[src/hw/rtl/bloom_filter_test_and_insert_core_assert.svh]
// ----------------------------------------------------------------------------
// Assertion macros for the bloom filter core
// Concurrent checks clocked on aclk, disabled while aresetn is low.
// ----------------------------------------------------------------------------
`ifndef BLOOM_FILTER_TEST_AND_INSERT_CORE_ASSERT_SVH
`define BLOOM_FILTER_TEST_AND_INSERT_CORE_ASSERT_SVH

// condition must never hold
`define BFTI_ASSERT_NEVER(name, cond) \
    name: assert property (@(posedge aclk) disable iff (!aresetn) !(cond)) \
        else $error("bfti: forbidden condition seen");

// same-cycle implication
`define BFTI_ASSERT_IMPL(name, ante, cons) \
    name: assert property (@(posedge aclk) disable iff (!aresetn) (ante) |-> (cons)) \
        else $error("bfti: implication failed");

// next-cycle implication
`define BFTI_ASSERT_NEXT(name, ante, cons) \
    name: assert property (@(posedge aclk) disable iff (!aresetn) (ante) |=> (cons)) \
        else $error("bfti: next-cycle implication failed");

`endif

[src/hw/rtl/bfti_pkg.sv]
// ----------------------------------------------------------------------------
// bfti_pkg
// Shared types and constants of the bloom filter test-and-insert core.
// ----------------------------------------------------------------------------
package bfti_pkg;

    // digest half width
    localparam int DIGEST_W = 64;

    // configuration register widths
    localparam int BIT_COUNT_W   = 17;
    localparam int PROBE_COUNT_W = 5;
    localparam int CFG_DATA_W    = 17;

    // configuration register indexes
    typedef enum logic [0:0] {
        REG_BIT_COUNT   = 1'b0,
        REG_PROBE_COUNT = 1'b1
    } bfti_reg_t;

    // sequencer states
    typedef enum logic [3:0] {
        S_CLEAR,
        S_IDLE,
        S_DIV_WRAP,
        S_DIV_STEP,
        S_DIV_BASE,
        S_PROBE,
        S_DRAIN,
        S_SET,
        S_OUT
    } bfti_state_t;

endpackage

[src/hw/rtl/bfti_mod_unit.sv]
// ----------------------------------------------------------------------------
// bfti_mod_unit
// Restoring remainder unit: 64-bit dividend modulo a narrow divisor,
// one dividend bit per cycle.
// ----------------------------------------------------------------------------
module bfti_mod_unit
    import bfti_pkg::*;
#(
    parameter int MW = 17
) (
    input  logic                aclk,
    input  logic                aresetn,
    input  logic                start,
    input  logic [DIGEST_W-1:0] dividend,
    input  logic [MW-1:0]       divisor,
    output logic                done,
    output logic [MW-1:0]       remainder
);

    localparam int CW = $clog2(DIGEST_W + 1);

    logic [CW-1:0]       cnt_reg, cnt_next;
    logic                done_reg, done_next;
    logic [MW-1:0]       rem_reg;
    logic [DIGEST_W-1:0] quo_reg;
    logic [MW:0]         trial;
    logic [MW-1:0]       rem_step;

    // one shift-subtract step
    always_comb begin
        trial    = {rem_reg, quo_reg[DIGEST_W-1]};
        rem_step = (trial >= {1'b0, divisor}) ? MW'(trial - {1'b0, divisor}) : MW'(trial);
    end

    // step counter
    always_comb begin
        cnt_next  = cnt_reg;
        done_next = 1'b0;
        if (start) begin
            cnt_next = CW'(DIGEST_W);
        end else if (cnt_reg != '0) begin
            cnt_next  = cnt_reg - CW'(1);
            done_next = (cnt_reg == CW'(1));
        end
    end

    always_ff @(posedge aclk) begin
        if (!aresetn) begin
            cnt_reg  <= '0;
            done_reg <= 1'b0;
        end else begin
            cnt_reg  <= cnt_next;
            done_reg <= done_next;
        end
    end

    // partial remainder and dividend shifter
    always_ff @(posedge aclk) begin
        if (start) begin
            rem_reg <= '0;
            quo_reg <= dividend;
        end else if (cnt_reg != '0) begin
            rem_reg <= rem_step;
            quo_reg <= quo_reg << 1;
        end
    end

    assign done      = done_reg;
    assign remainder = rem_reg;

endmodule

[config.mk]
export PLATFORM = sky130hd
export DESIGN_NAME = bfti_mod_unit
export DESIGN_NICKNAME = d
export VERILOG_FILES = /design/src/hw/rtl/bloom_filter_test_and_insert_core_assert.svh /design/src/hw/rtl/bfti_pkg.sv /design/src/hw/rtl/bfti_mod_unit.sv
export SDC_FILE = /design/constraint.sdc
export NUM_CORES = 1
export LEC_CHECK = 0
export BUFFER_PORTS_ARGS = -buffer_cell sky130_fd_sc_hd__buf_2
export CORE_MARGIN = 5
export CORE_UTILIZATION = 30
export CTS_CLUSTER_SIZE = 40
export DETAILED_ROUTE_END_ITERATION = 12
export GPL_TIMING_DRIVEN = 0
export SYNTH_ARGS = -nofsm -noshare
export SYNTH_HDL_FRONTEND = slang
export SYNTH_SLANG_ARGS = --single-unit
[constraint.sdc]
create_clock -name aclk -period 2.8 [get_ports aclk]
set_input_delay 0.28 -clock aclk [delete_from_list [all_inputs] [get_ports aclk]]
set_output_delay 0.28 -clock aclk [all_outputs]
set_load 0.05 [all_outputs]
==> run metrics <==
final slew viol count 0; IO Pins 102; post-synthesis compound-gate area fraction 11.5%; max reg flops 64; clk slew on worst S/H paths 0.07 ns; Syn Inst Count 390; fin crit share 92.2%; status finished clean; Synth cell types 53; Largest stage delay, worst path 0.37 ns; first-pass GRT wire length 17.2 mm; CTS tree done; buffer count from post-CTS setup fixing 0; Synth Area in XOR/XNOR 3.16%; area growth from synthesis to layout 23.9%; total vias in the final route 3344; Post-Synth Adder-Cell Area 5.47%; largest family of logic cells by synthesized area multiplexers; Port-buffer cells 100; clock sinks 89; FF/Latch Area 0.00242 mm²; CTS Hold Buffers Added 0; Pre-antenna DRT Iters 4; initial antenna violation count 1; Starting Density 30.8%; chip width 135 µm; ANT nets after route 0; Final Hold Fails 0; layout cells sized above 1 39.6%; Layout Skew 0.00699 ns; DRT Wirelength 10.7 mm; Pwr Density 954 mW/mm²; Final Power 0.00557 W; simple-gate portion of the synthesized area 8.65%; met3 Use GR 3.94%; core area 0.0153 mm²; met1 usage 14.7%; Final min period 2.58 ns; min-delay src aresetn; worst path required time 2.99 ns; worst vdd ir 0.316 mV; fin util 38.2%; Root Driver clkbuf_16; Die H 135 µm; # fillers 1562; mapped cell area 0.00471 mm²; CTS buffer count 9; Routability Congestion 0.876; Post-Syn Nets 494; FF-to-FF setup slack 0.22 ns; RSZ-0062 raised after global routing false; WP data arrival 2.78 ns; largest net degree at the start of global routing 35; Clock Latency Late Sink 0.34 ns; busiest grt layer met2; Yosys reg bits 89; CP endpoint kind register; Multi-input gate area 0.00215 mm²; CP most frequent cell inv_1; clock buffer depth 2; WL/cell 14.9 µm; Worst Setup Path Type reg2reg; vias in the first global route 3432; final setup vio count 0; ranking of synthesized cells by area edfxtp_1 41%, mux2_2 15%, dfxtp_1 11%; Residual DRC 0; CP max FO 10; Synth area leader edfxtp_1; Rel. slew slack 54.4%; register area share after synthesis 51.4%; DP Wirelength 7.85 mm; number of max-cap violations 0; worst-path cell chain inv_1 -> ha_1 -> inv_1 -> fa_2 -> a211oi_2 -> o211ai_2 -> a31oi_4 -> a31oi_2 -> buf_6 -> buf_12 -> o31ai_1 -> a31oi_1; DR iter-0 viols 112; critical path startpoint quo_reg[63]; CP Launch Type register; htree depth 3; met2 usage 19.6%; Worst R2R Start quo_reg[63]; Least-Margin Pin Slew 0.683 ns; nets 606; vias per inst 4.65; mux cell area share after synthesis 16.3%; # rows 45; full die area 0.0183 mm²; Yosys warnings 0; post-synth top area share 40.8%; critical path's slowest cell fa_2; worst hold path class in2reg; Pleak 2.43 nW; Congestion Overflow GR 0; Avg Cell Area, Syn 12.1 µm²; Tot GR Track Use 12.0%; fmax 387 MHz
-- cells by family (layout without fill, tap and decap cells) --
group,after synthesis,after routing
xor+xnor,17,17
flops,89,89
other cells,0,1
mux,69,69
compound gates,74,74
simple gates,84,84
buf+inv,37,154
fa+ha+maj,20,20
-- power breakdown --
group / total, W / internal [W] / switching [W] / leakage (nW)
clock: 0.00132 / 0.000788 / 0.000532 / 0.155
combinational: 0.00206 / 0.000798 / 0.00127 / 1.41
sequential: 0.00219 / 0.00198 / 0.000210 / 0.866
total: 0.00557 / 0.00356 / 0.00201 / 2.43
-- cell usage in the layout, fill, tap and decap left out, types with 4 or more instances in the layout --
master / count
clkbuf_1: 11
a211oi_1: 6
nor2_1: 32
o21a_1: 5
nand3_1: 5
clkbuf_16: 9
o22ai_1: 4
xnor2_1: 12
a21o_1: 5
edfxtp_1: 64
mux2_2: 63
nand2b_1: 5
a21oi_1: 17
mux2i_1: 6
inv_1: 20
o21ai_0: 11
buf_2: 103
dfxtp_1: 25
a31oi_1: 4
nand2_1: 22
ha_1: 19
xor2_1: 5
-- synth_stat cells, drive strengths merged --
cell,number
a21oi,17
and3,1
dfxtp,25
nand3b,2
nand4,2
or2b,1
and2,2
edfxtp,64
nor4b,1
o22ai,4
nand2b,5
a211o,2
o21a,5
o21ai,11
o211ai,5
fa,1
clkbuf,11
a31oi,6
buf,5
mux2i,6
xor2,5
and3b,2
nor2,33
ha,19
nand2,23
a311oi,1
a211oi,8
nand4b,1
o31ai,1
inv,21
a21o,6
a2111oi,2
nand3,5
o311ai,1
mux2,63
o21bai,1
nor2b,3
nor4,1
nor3,2
a22oi,3
o221ai,1
xnor2,12
-- routing by layer --
| layer | share of wire (%) | wire length [µm] | up-vias |
|---|---|---|---|
| li1 | - | - | 1657 |
| met1 | 44 | 4780 | 1586 |
| met2 | 47 | 5070 | 84 |
| met3 | 6.6 | 708 | 15 |
| met4 | 1.5 | 160 | 2 |
| met5 | 0.19 | 20 | - |
-- worst paths after layout --
kind / to / cells past startpoint
worst max-delay path: remainder[11] / 12
worst min-delay path: cnt_reg[6] / 2
worst max register to register: remainder[11] / 12
worst min register to register: remainder[2] / 2
-- area by class of cell --
type | count | share of cell area [%]
Multi-Input combinational cell | 264 | 36.7
Sequential cell | 89 | 41.5
Antenna cell | 1 | 0.0428
Inverter | 21 | 1.35
Timing Repair Buffer | 101 | 8.91
Tap cell | 211 | 4.52
Clock inverter | 6 | 1.54
Clock buffer | 10 | 3.92
Buffer | 16 | 1.52
-- stage by stage --
step / TNS (ns) / cells / worst slack [ns] / instance area, µm² / hold slack, ns
after floorplan: 0 / 390 / 0.110 / 4710 / 0.408
after global placement: -75.96 / 701 / -1.19 / 5480 / 0.491
after detailed placement: -3.02 / 702 / -0.0915 / 5500 / 0.493
after CTS: 0 / 718 / 0.0684 / 5820 / 0.193
after global routing: 0 / 718 / 0.0501 / 5840 / 0.214
final: 0 / 719 / 0.218 / 5840 / 0.215
-- repair_timing --
item	in CTS	in global routing
setup endpoints to repair	1	10
gates resized for setup	1	3
pin swaps	0	1
-- worst max-delay path, delay by kind of cell (launching register included) --
| kind | cells | cell delay (ns) |
|---|---|---|
| compound gates | 6 | 1.02 |
| flops | 1 | 0.36 |
| buf+inv | 4 | 0.49 |
| fa+ha+maj | 2 | 0.56 |
(Power assumes the default switching activity.)
